**config.mk**
```make
export PLATFORM = sky130hd
export DESIGN_NAME = dmx_channel_crossfade_top
export DESIGN_NICKNAME = d
export VERILOG_FILES = /design/src/dcf_pkg.sv /design/src/dmx_channel_crossfade_top.sv /design/src/dcf_cell.sv
export SDC_FILE = /design/constraint.sdc
export NUM_CORES = 2
export LEC_CHECK = 0
export BUFFER_PORTS_ARGS = -buffer_cell sky130_fd_sc_hd__buf_2
export CAP_MARGIN = 20
export CORE_MARGIN = 1.5
export CORE_UTILIZATION = 64
export CTS_CLUSTER_DIAMETER = 120
export DETAILED_ROUTE_END_ITERATION = 7
export PLACE_DENSITY = 0.9
export SLEW_MARGIN = 20
export SYNTH_ARGS = -nofsm -noshare
export SYNTH_HDL_FRONTEND = slang
export SYNTH_HIERARCHICAL = 1
export SYNTH_SLANG_ARGS = --single-unit
```
**constraint.sdc**
```tcl
create_clock -name aclk -period 11.2 [get_ports aclk]
set_clock_uncertainty 0.2 [all_clocks]
set_input_delay 0.56 -clock aclk [delete_from_list [all_inputs] [get_ports aclk]]
set_output_delay 0.56 -clock aclk [all_outputs]
set_load 0.01 [all_outputs]
```
**src/dcf_pkg.sv**
```systemverilog
`timescale 1ns / 1ps

package dcf_pkg;

    localparam int CH_W      = 5;
    localparam int LEVEL_W   = 8;
    localparam int DUR_W     = 16;
    localparam int TICKS_W   = 12;
    localparam int MAX_TICKS = 4095;
    localparam int EMIT_MAX  = 24;

    typedef enum logic [1:0] {
        OP_LOAD  = 2'd0,
        OP_START = 2'd1,
        OP_TICK  = 2'd2
    } op_t;

    typedef struct packed {
        op_t                op;
        logic [CH_W-1:0]    channel;
        logic [LEVEL_W-1:0] level;
        logic [DUR_W-1:0]   duration_ms;
    } in_req_t;

    typedef struct packed {
        logic [CH_W-1:0]    channel_out;
        logic [LEVEL_W-1:0] level_out;
        logic               fading;
        logic               last;
    } out_req_t;

    typedef enum logic [2:0] {
        CELL_IDLE,
        CELL_LOAD,
        CELL_TICK,
        CELL_CAPTURE,
        CELL_LATCH,
        CELL_DIV,
        CELL_SHIFT
    } cell_op_t;

    typedef struct packed {
        cell_op_t           op;
        logic [CH_W-1:0]    channel;
        logic [LEVEL_W-1:0] level;
        logic [TICKS_W-1:0] divisor;
    } cell_ctrl_t;

    typedef enum logic [1:0] {
        ST_IDLE,
        ST_TDIV,
        ST_CDIV,
        ST_EMIT
    } state_t;

endpackage

```
**src/dmx_channel_crossfade_top.sv**
```systemverilog
`timescale 1ns / 1ps

// Channel  Direction  Handshake          Payload
// s_       in         s_valid / s_ready  s_data   (in_req_t)
// m_       out        m_valid / m_ready  m_data   (out_req_t)
//
// A load request sets one channel's target. A start request is accepted, then the duration
// is divided by TICK_MS by multiplying with its reciprocal, then every cell divides
// its level difference by the tick count. A tick request updates all cells when accepted
// (at a tick count of zero they only capture their levels), then shifts min(CHANNELS, 24)
// levels out of the chain, one per accepted result. Reset clears levels, targets and the
// tick count at once. A low m_ready holds the chain and the output where they are.

module dmx_channel_crossfade_top #(
    parameter int CHANNELS = 24,
    parameter int TICK_MS  = 20
) (
    input  logic              aclk,
    input  logic              aresetn,
    input  logic              s_valid,
    output logic              s_ready,
    input  dcf_pkg::in_req_t  s_data,
    output logic              m_valid,
    input  logic              m_ready,
    output dcf_pkg::out_req_t m_data
);
    import dcf_pkg::*;

    localparam int EmitN      = (CHANNELS < EMIT_MAX) ? CHANNELS : EMIT_MAX;
    localparam int CntW       = (EmitN > 1) ? $clog2(EmitN) : 1;
    localparam int StepW      = $clog2(LEVEL_W);
    localparam int RecipShift = DUR_W + $clog2(TICK_MS);
    localparam int RecipW     = DUR_W + 2;
    localparam int ProdW      = DUR_W + RecipW;
    localparam logic [ProdW-1:0] Recip =
        ProdW'(((1 << RecipShift) + TICK_MS - 1) / TICK_MS);

    state_t state_reg, state_next;

    logic [TICKS_W-1:0] ticks_reg, ticks_next;
    logic [DUR_W-1:0]   dvd_reg;
    logic [StepW-1:0]   step_reg;
    logic [CntW-1:0]    emit_cnt_reg;
    logic               fading_reg;

    logic [ProdW-1:0]   prod;
    logic [DUR_W-1:0]   quot;
    logic               cdiv_done;
    logic               emit_last;
    logic               in_fire;
    logic               out_fire;

    cell_ctrl_t                ctrl;
    logic [LEVEL_W-1:0]        chain [CHANNELS+1];

    assign in_fire   = s_valid && s_ready;
    assign out_fire  = m_valid && m_ready;
    assign cdiv_done = step_reg == StepW'(LEVEL_W - 1);
    assign emit_last = emit_cnt_reg == CntW'(EmitN - 1);

    // The reciprocal is rounded up so that the quotient is exact for every duration.
    always_comb begin
        prod = ProdW'(dvd_reg) * Recip;
        quot = DUR_W'(prod >> RecipShift);
        if (quot == '0) begin
            ticks_next = TICKS_W'(1);
        end else if (quot > DUR_W'(MAX_TICKS)) begin
            ticks_next = TICKS_W'(MAX_TICKS);
        end else begin
            ticks_next = quot[TICKS_W-1:0];
        end
    end

    always_comb begin
        state_next = state_reg;
        unique case (state_reg)
            ST_IDLE: begin
                if (in_fire) begin
                    case (s_data.op)
                        OP_START: state_next = ST_TDIV;
                        OP_TICK:  state_next = ST_EMIT;
                        default:  state_next = ST_IDLE;
                    endcase
                end
            end
            ST_TDIV: begin
                state_next = ST_CDIV;
            end
            ST_CDIV: begin
                if (cdiv_done) begin
                    state_next = ST_IDLE;
                end
            end
            ST_EMIT: begin
                if (out_fire && emit_last) begin
                    state_next = ST_IDLE;
                end
            end
            default: state_next = ST_IDLE;
        endcase
    end

    always_comb begin
        s_ready      = 1'b0;
        m_valid      = 1'b0;
        ctrl.op      = CELL_IDLE;
        ctrl.channel = s_data.channel;
        ctrl.level   = s_data.level;
        ctrl.divisor = ticks_reg;
        unique case (state_reg)
            ST_IDLE: begin
                s_ready = 1'b1;
                if (s_valid) begin
                    case (s_data.op)
                        OP_LOAD: ctrl.op = CELL_LOAD;
                        OP_TICK: ctrl.op = (ticks_reg != '0) ? CELL_TICK : CELL_CAPTURE;
                        default: ctrl.op = CELL_IDLE;
                    endcase
                end
            end
            ST_TDIV: begin
                ctrl.op = CELL_LATCH;
            end
            ST_CDIV: begin
                ctrl.op = CELL_DIV;
            end
            ST_EMIT: begin
                m_valid = 1'b1;
                if (m_ready && !emit_last) begin
                    ctrl.op = CELL_SHIFT;
                end
            end
            default: begin
            end
        endcase
    end

    always_ff @(posedge aclk) begin
        if (!aresetn) begin
            state_reg    <= ST_IDLE;
            ticks_reg    <= '0;
            step_reg     <= '0;
            emit_cnt_reg <= '0;
        end else begin
            state_reg <= state_next;
            case (state_reg)
                ST_IDLE: begin
                    step_reg     <= '0;
                    emit_cnt_reg <= '0;
                    if (in_fire && s_data.op == OP_TICK && ticks_reg != '0) begin
                        ticks_reg <= ticks_reg - TICKS_W'(1);
                    end
                end
                ST_TDIV: begin
                    step_reg  <= '0;
                    ticks_reg <= ticks_next;
                end
                ST_CDIV: begin
                    step_reg <= step_reg + StepW'(1);
                end
                ST_EMIT: begin
                    if (out_fire) begin
                        emit_cnt_reg <= emit_cnt_reg + CntW'(1);
                    end
                end
                default: begin
                end
            endcase
        end
    end

    always_ff @(posedge aclk) begin
        if (state_reg == ST_IDLE && in_fire) begin
            dvd_reg    <= s_data.duration_ms;
            fading_reg <= ticks_reg > TICKS_W'(1);
        end
    end

    assign chain[CHANNELS] = '0;

    for (genvar i = 0; i < CHANNELS; i++) begin : g_cell
        dcf_cell #(
            .IDX(i)
        ) u_cell (
            .aclk      (aclk),
            .aresetn   (aresetn),
            .ctrl      (ctrl),
            .shift_in  (chain[i+1]),
            .stage_out (chain[i])
        );
    end

    always_comb begin
        m_data.channel_out = CH_W'(emit_cnt_reg);
        m_data.level_out   = chain[0];
        m_data.fading      = fading_reg;
        m_data.last        = emit_last;
    end

endmodule

```
**src/dcf_cell.sv**
```systemverilog
`timescale 1ns / 1ps

module dcf_cell #(
    parameter int IDX = 0
) (
    input  logic                          aclk,
    input  logic                          aresetn,
    input  dcf_pkg::cell_ctrl_t           ctrl,
    input  logic [dcf_pkg::LEVEL_W-1:0]   shift_in,
    output logic [dcf_pkg::LEVEL_W-1:0]   stage_out
);
    import dcf_pkg::*;

    localparam logic [CH_W:0] MyIdx = (CH_W+1)'(IDX);

    logic [LEVEL_W-1:0] level_reg, level_next;
    logic [LEVEL_W-1:0] target_reg;
    logic [LEVEL_W-1:0] quot_reg;
    logic               neg_reg;
    logic [LEVEL_W-1:0] mag_reg;
    logic [LEVEL_W-1:0] rem_reg, rem_next;
    logic [LEVEL_W-1:0] stage_reg;

    logic signed [LEVEL_W+1:0] sum;
    logic [LEVEL_W+1:0]        step_ext;
    logic [LEVEL_W:0]          diff;
    logic [LEVEL_W-1:0]        diff_mag;
    logic [LEVEL_W:0]          rem_sh;
    logic [TICKS_W-1:0]        rem_cmp;
    logic                      ge;

    // The step is kept as sign and magnitude; adding it clamps to the level range.
    always_comb begin
        step_ext = {2'b00, quot_reg};
        if (neg_reg) begin
            step_ext = -step_ext;
        end
        sum = $signed({2'b00, level_reg}) + $signed(step_ext);
        if (sum[LEVEL_W+1]) begin
            level_next = '0;
        end else if (sum[LEVEL_W]) begin
            level_next = '1;
        end else begin
            level_next = sum[LEVEL_W-1:0];
        end
    end

    always_comb begin
        diff     = {1'b0, target_reg} - {1'b0, level_reg};
        diff_mag = diff[LEVEL_W] ? LEVEL_W'(-diff) : diff[LEVEL_W-1:0];
    end

    always_comb begin
        rem_sh  = {rem_reg, mag_reg[LEVEL_W-1]};
        rem_cmp = TICKS_W'(rem_sh);
        ge      = rem_cmp >= ctrl.divisor;
        if (ge) begin
            rem_next = LEVEL_W'(rem_cmp - ctrl.divisor);
        end else begin
            rem_next = rem_sh[LEVEL_W-1:0];
        end
    end

    always_ff @(posedge aclk) begin
        if (!aresetn) begin
            level_reg  <= '0;
            target_reg <= '0;
        end else begin
            case (ctrl.op)
                CELL_LOAD: begin
                    if ({1'b0, ctrl.channel} == MyIdx) begin
                        target_reg <= ctrl.level;
                    end
                end
                CELL_TICK: begin
                    level_reg <= level_next;
                end
                default: begin
                end
            endcase
        end
    end

    always_ff @(posedge aclk) begin
        case (ctrl.op)
            CELL_TICK: begin
                stage_reg <= level_next;
            end
            CELL_CAPTURE: begin
                stage_reg <= level_reg;
            end
            CELL_SHIFT: begin
                stage_reg <= shift_in;
            end
            CELL_LATCH: begin
                neg_reg  <= diff[LEVEL_W];
                mag_reg  <= diff_mag;
                rem_reg  <= '0;
                quot_reg <= '0;
            end
            CELL_DIV: begin
                rem_reg  <= rem_next;
                mag_reg  <= {mag_reg[LEVEL_W-2:0], 1'b0};
                quot_reg <= {quot_reg[LEVEL_W-2:0], ge};
            end
            default: begin
            end
        endcase
    end

    assign stage_out = stage_reg;

endmodule
```
==> results.sh <==
export IMPL_dp_hpwl_um=171000
export IMPL_critPathMaxFanout=6
export IMPL_synthCells=10500
export IMPL_nets=11500
export IMPL_ys_seq_elements=1215
export IMPL_setup_tns_ns=0
export IMPL_required_ns=11.72
export IMPL_peakVddDrop_mv=0.309
export IMPL_detail_route_wl_per_cell_um=20.3
export IMPL_viasPerCell=6.54
export IMPL_yosysWarnings=6
export IMPL_setup_violations=0
export IMPL_r2r_end="ticks_reg[0]"
export IMPL_start_util=0.645
export IMPL_cts_sinks=1215
export IMPL_antenna_found_initial=4
export IMPL_die_area_um2=154000
export IMPL_reg2reg_from="dvd_reg[4]"
export IMPL_dp_slack_ns=4.66
export IMPL_grt_max_degree=140
export IMPL_grtUsageMet2=0.542
export IMPL_cp_depth=21
export IMPL_grt_util_met1=0.404
export IMPL_cp_end_kind="flop"
export IMPL_path_clk_slew_ns=0.06
export IMPL_synthArstFlopShare=0
export IMPL_synthFlopType="edfxtp_1"
export IMPL_maxCapViolCount=0
export IMPL_grt_overflow_total=0
export IMPL_max_stage_delay_ns=0.57
export IMPL_ant_nets=0
export IMPL_first_pass_iters=8
export IMPL_crit_arrival_ns=7.11
export IMPL_htree_levels=4
export IMPL_grt_util_met3=0.0546
export IMPL_drt_iter0_markers=8163
export IMPL_numPortBuffers=51
export IMPL_cts_tree="yes"
export IMPL_max_slew_margin=0.260
export IMPL_hold_violations=0
export IMPL_p_per_area_nw_per_um2=220
export IMPL_wl_um=256000
export IMPL_die_h_um=392
export IMPL_cp_slowest_cell="or4_4"
export IMPL_netlist_area_um2=96900
export IMPL_area_delta_synth_final_pct=7.28
export IMPL_grt_pass1_wl_um=409000
export IMPL_core_area_um2=150000
export IMPL_path_buf_inv=4
export IMPL_clockBufferDepth=3
export IMPL_cts_buffers=137
export IMPL_die_x_um=392
export IMPL_cts_resized_gates=0
export IMPL_place_congestion=0.949
export IMPL_rsz0062_at_grt="no"
export IMPL_outcome="finished, violations left"
export IMPL_path_cells="ha_1 -> xor2_1 -> ha_1 -> fa_1 -> inv_1 -> fa_1 -> inv_1 -> fa_1 -> inv_1 -> fa_1 -> inv_1 -> ha_1 -> and4_4 -> nand2_1 -> or4_4 -> o2111ai_1 -> nand2_1 -> xnor2_1 -> nor4_2 -> nand4b_1 -> o31ai_2"
export IMPL_fp_row_count=142
export IMPL_min_delay_start="s_valid"
export IMPL_ys_seq_area_frac=0.335
export IMPL_io_pins=52
export IMPL_num_vias=82400
export IMPL_drive_above_1_share=0.0746
export IMPL_reg2reg_setup_slack_ns=4.61
export IMPL_violations="design-rule violations"
export IMPL_cp_top_family="adder cells"
export IMPL_min_path_type="input port to flop"
export IMPL_clk_latency_ns=0.81
export IMPL_tightestPinTransition_ns=1.11
export IMPL_p_leak_uw=0.0412
export IMPL_synth_edf_count=809
export IMPL_grtUsageTotal=0.326
export IMPL_critPathLaunch="dvd_reg[4]"
export IMPL_hold_path_end="state_reg[1]"
export IMPL_worst_setup_path_type="flop to flop"
export IMPL_clock_tree_root_cell="clkbuf_16"
export IMPL_grt_pass1_vias=80100
export IMPL_finalMaxSlewViolations=0
export IMPL_ff2ff_path_depth=21
export IMPL_drc=1
export IMPL_period_needed_ns=6.59
export IMPL_post_route_period_util=0.588
export IMPL_cp_start_kind="flop"
export IMPL_yosysUniqueCellTypes=90
export IMPL_layout_setup_ws_ns=4.61
export IMPL_grt_busiest_layer="met2"
export IMPL_timing_fmax_mhz=152
export IMPL_holdPathStages=3
export IMPL_synth_area_per_cell_um2=9.22
## per-stage QoR
step / power [uW] / std cells / utilization / hold slack [ns] / cell area, um2
2_1_floorplan: 15100 / 10500 / - / 0.257 / 96900
3_3_place_gp: 17200 / 12300 / 0.658 / 0.276 / 98800
3_5_place_dp: 17700 / 12300 / 0.658 / 0.285 / 98800
4_1_cts: 22700 / 12600 / 0.692 / 0.00585 / 104000
5_1_grt: 24400 / 12600 / 0.692 / 0.0450 / 104000
6_report: 22800 / 12600 / 0.692 / 0.0433 / 104000
## worst max-delay path by stage
stage / end / slack, ns
finish: ticks_reg[0] / 4.61
global route: ticks_reg[0] / 4.32
CTS: ticks_reg[0] / 4.63
detailed placement: ticks_reg[0] / 4.66
global placement: ticks_reg[0] / 4.68
floorplan: g_cell[17].u_cell/stage_out[0] / 3.53
## metal layers
layer / up-vias / share of wire
met4: 6 / 0.057
met3: 950 / 0.088
li1: 38500 / -
met2: 3695 / 0.47
met5: - / 0.00016
met1: 39300 / 0.39
## cell usage in the layout, fill, tap and decap left out, types with 226 or more instances in the layout
master / synthesis / routed
nand3_1: 289 / 289
nor2b_1: 507 / 483
inv_1: 871 / 871
xnor2_1: 350 / 350
ha_1: 809 / 809
a21oi_1: 478 / 477
mux2i_1: 242 / 242
nor3_1: 226 / 226
o21ai_1: 385 / 385
o21ai_0: 548 / 547
edfxtp_1: 809 / 809
nand2_1: 937 / 937
nor2_1: 494 / 493
dfxtp_1: 406 / 394
## worst min-delay path: cells and delay by family
| kind | cells | cell delay [ns] |
|---|---|---|
| AO/OA/AOI/OAI | 2 | 0.30 |
| buffers and inverters | 1 | 0.17 |
## report_power, final
part           leakage (uW)  switching [uW]  internal (uW)
sequential           0.0111             513           5690
combinational        0.0277            7180           4620
clock               0.00238            2020           2820
total                0.0412            9710          13100
## repair_timing
item                      CTS  global route
hold buffers               18             0
buffers inserted            0             0
hold endpoints to repair   19             0
## kinds of logic (layout without fill, tap and decap cells)
group | count (synthesis) | count (layout) | synth area share
xor+xnor | 482 | 482 | 0.0436
mux | 242 | 242 | 0.0250
simple gates | 3650 | 3650 | 0.215
other cells | 1 | 11 | 0.0000387
buf+inv | 1181 | 1258 | 0.0493
flops | 1215 | 1215 | 0.335
fa+ha+maj | 960 | 960 | 0.136
compound gates | 2781 | 2781 | 0.197
## area by class of cell
class | instances | area [um2]
sequential | 1215 | 32400
inverter | 871 | 3270
fill | 10900 | 46200
clock buffer | 178 | 4010
tap | 2016 | 2520
clock inverter | 77 | 858
multi-input combinational | 8123 | 59900
timing repair buffer | 132 | 965
antenna | 3 | 7.51
## synth_stat cells, types with 98 or more instances
master / instances / area share
o21a_1: 100 / 0.0077
or3_1: 98 / 0.0063
nor2_1: 494 / 0.019
and3_1: 195 / 0.013
ha_1: 809 / 0.10
a22o_1: 192 / 0.017
nand2b_1: 172 / 0.011
o211ai_1: 109 / 0.0084
nor3_1: 226 / 0.012
fa_1: 151 / 0.031
edfxtp_1: 809 / 0.25
clkbuf_1: 230 / 0.0089
xnor2_1: 350 / 0.032
a21oi_1: 478 / 0.025
a21boi_0: 122 / 0.0095
nor2b_1: 507 / 0.033
xor2_1: 132 / 0.012
o21ai_1: 385 / 0.020
inv_1: 871 / 0.034
o21ai_0: 548 / 0.028
mux2i_1: 242 / 0.025
nand2_1: 937 / 0.036
o31ai_1: 123 / 0.0095
a21o_1: 150 / 0.012
dfxtp_1: 406 / 0.084
nand3_1: 289 / 0.015
Note: power is estimated with default switching activity, not from simulation.
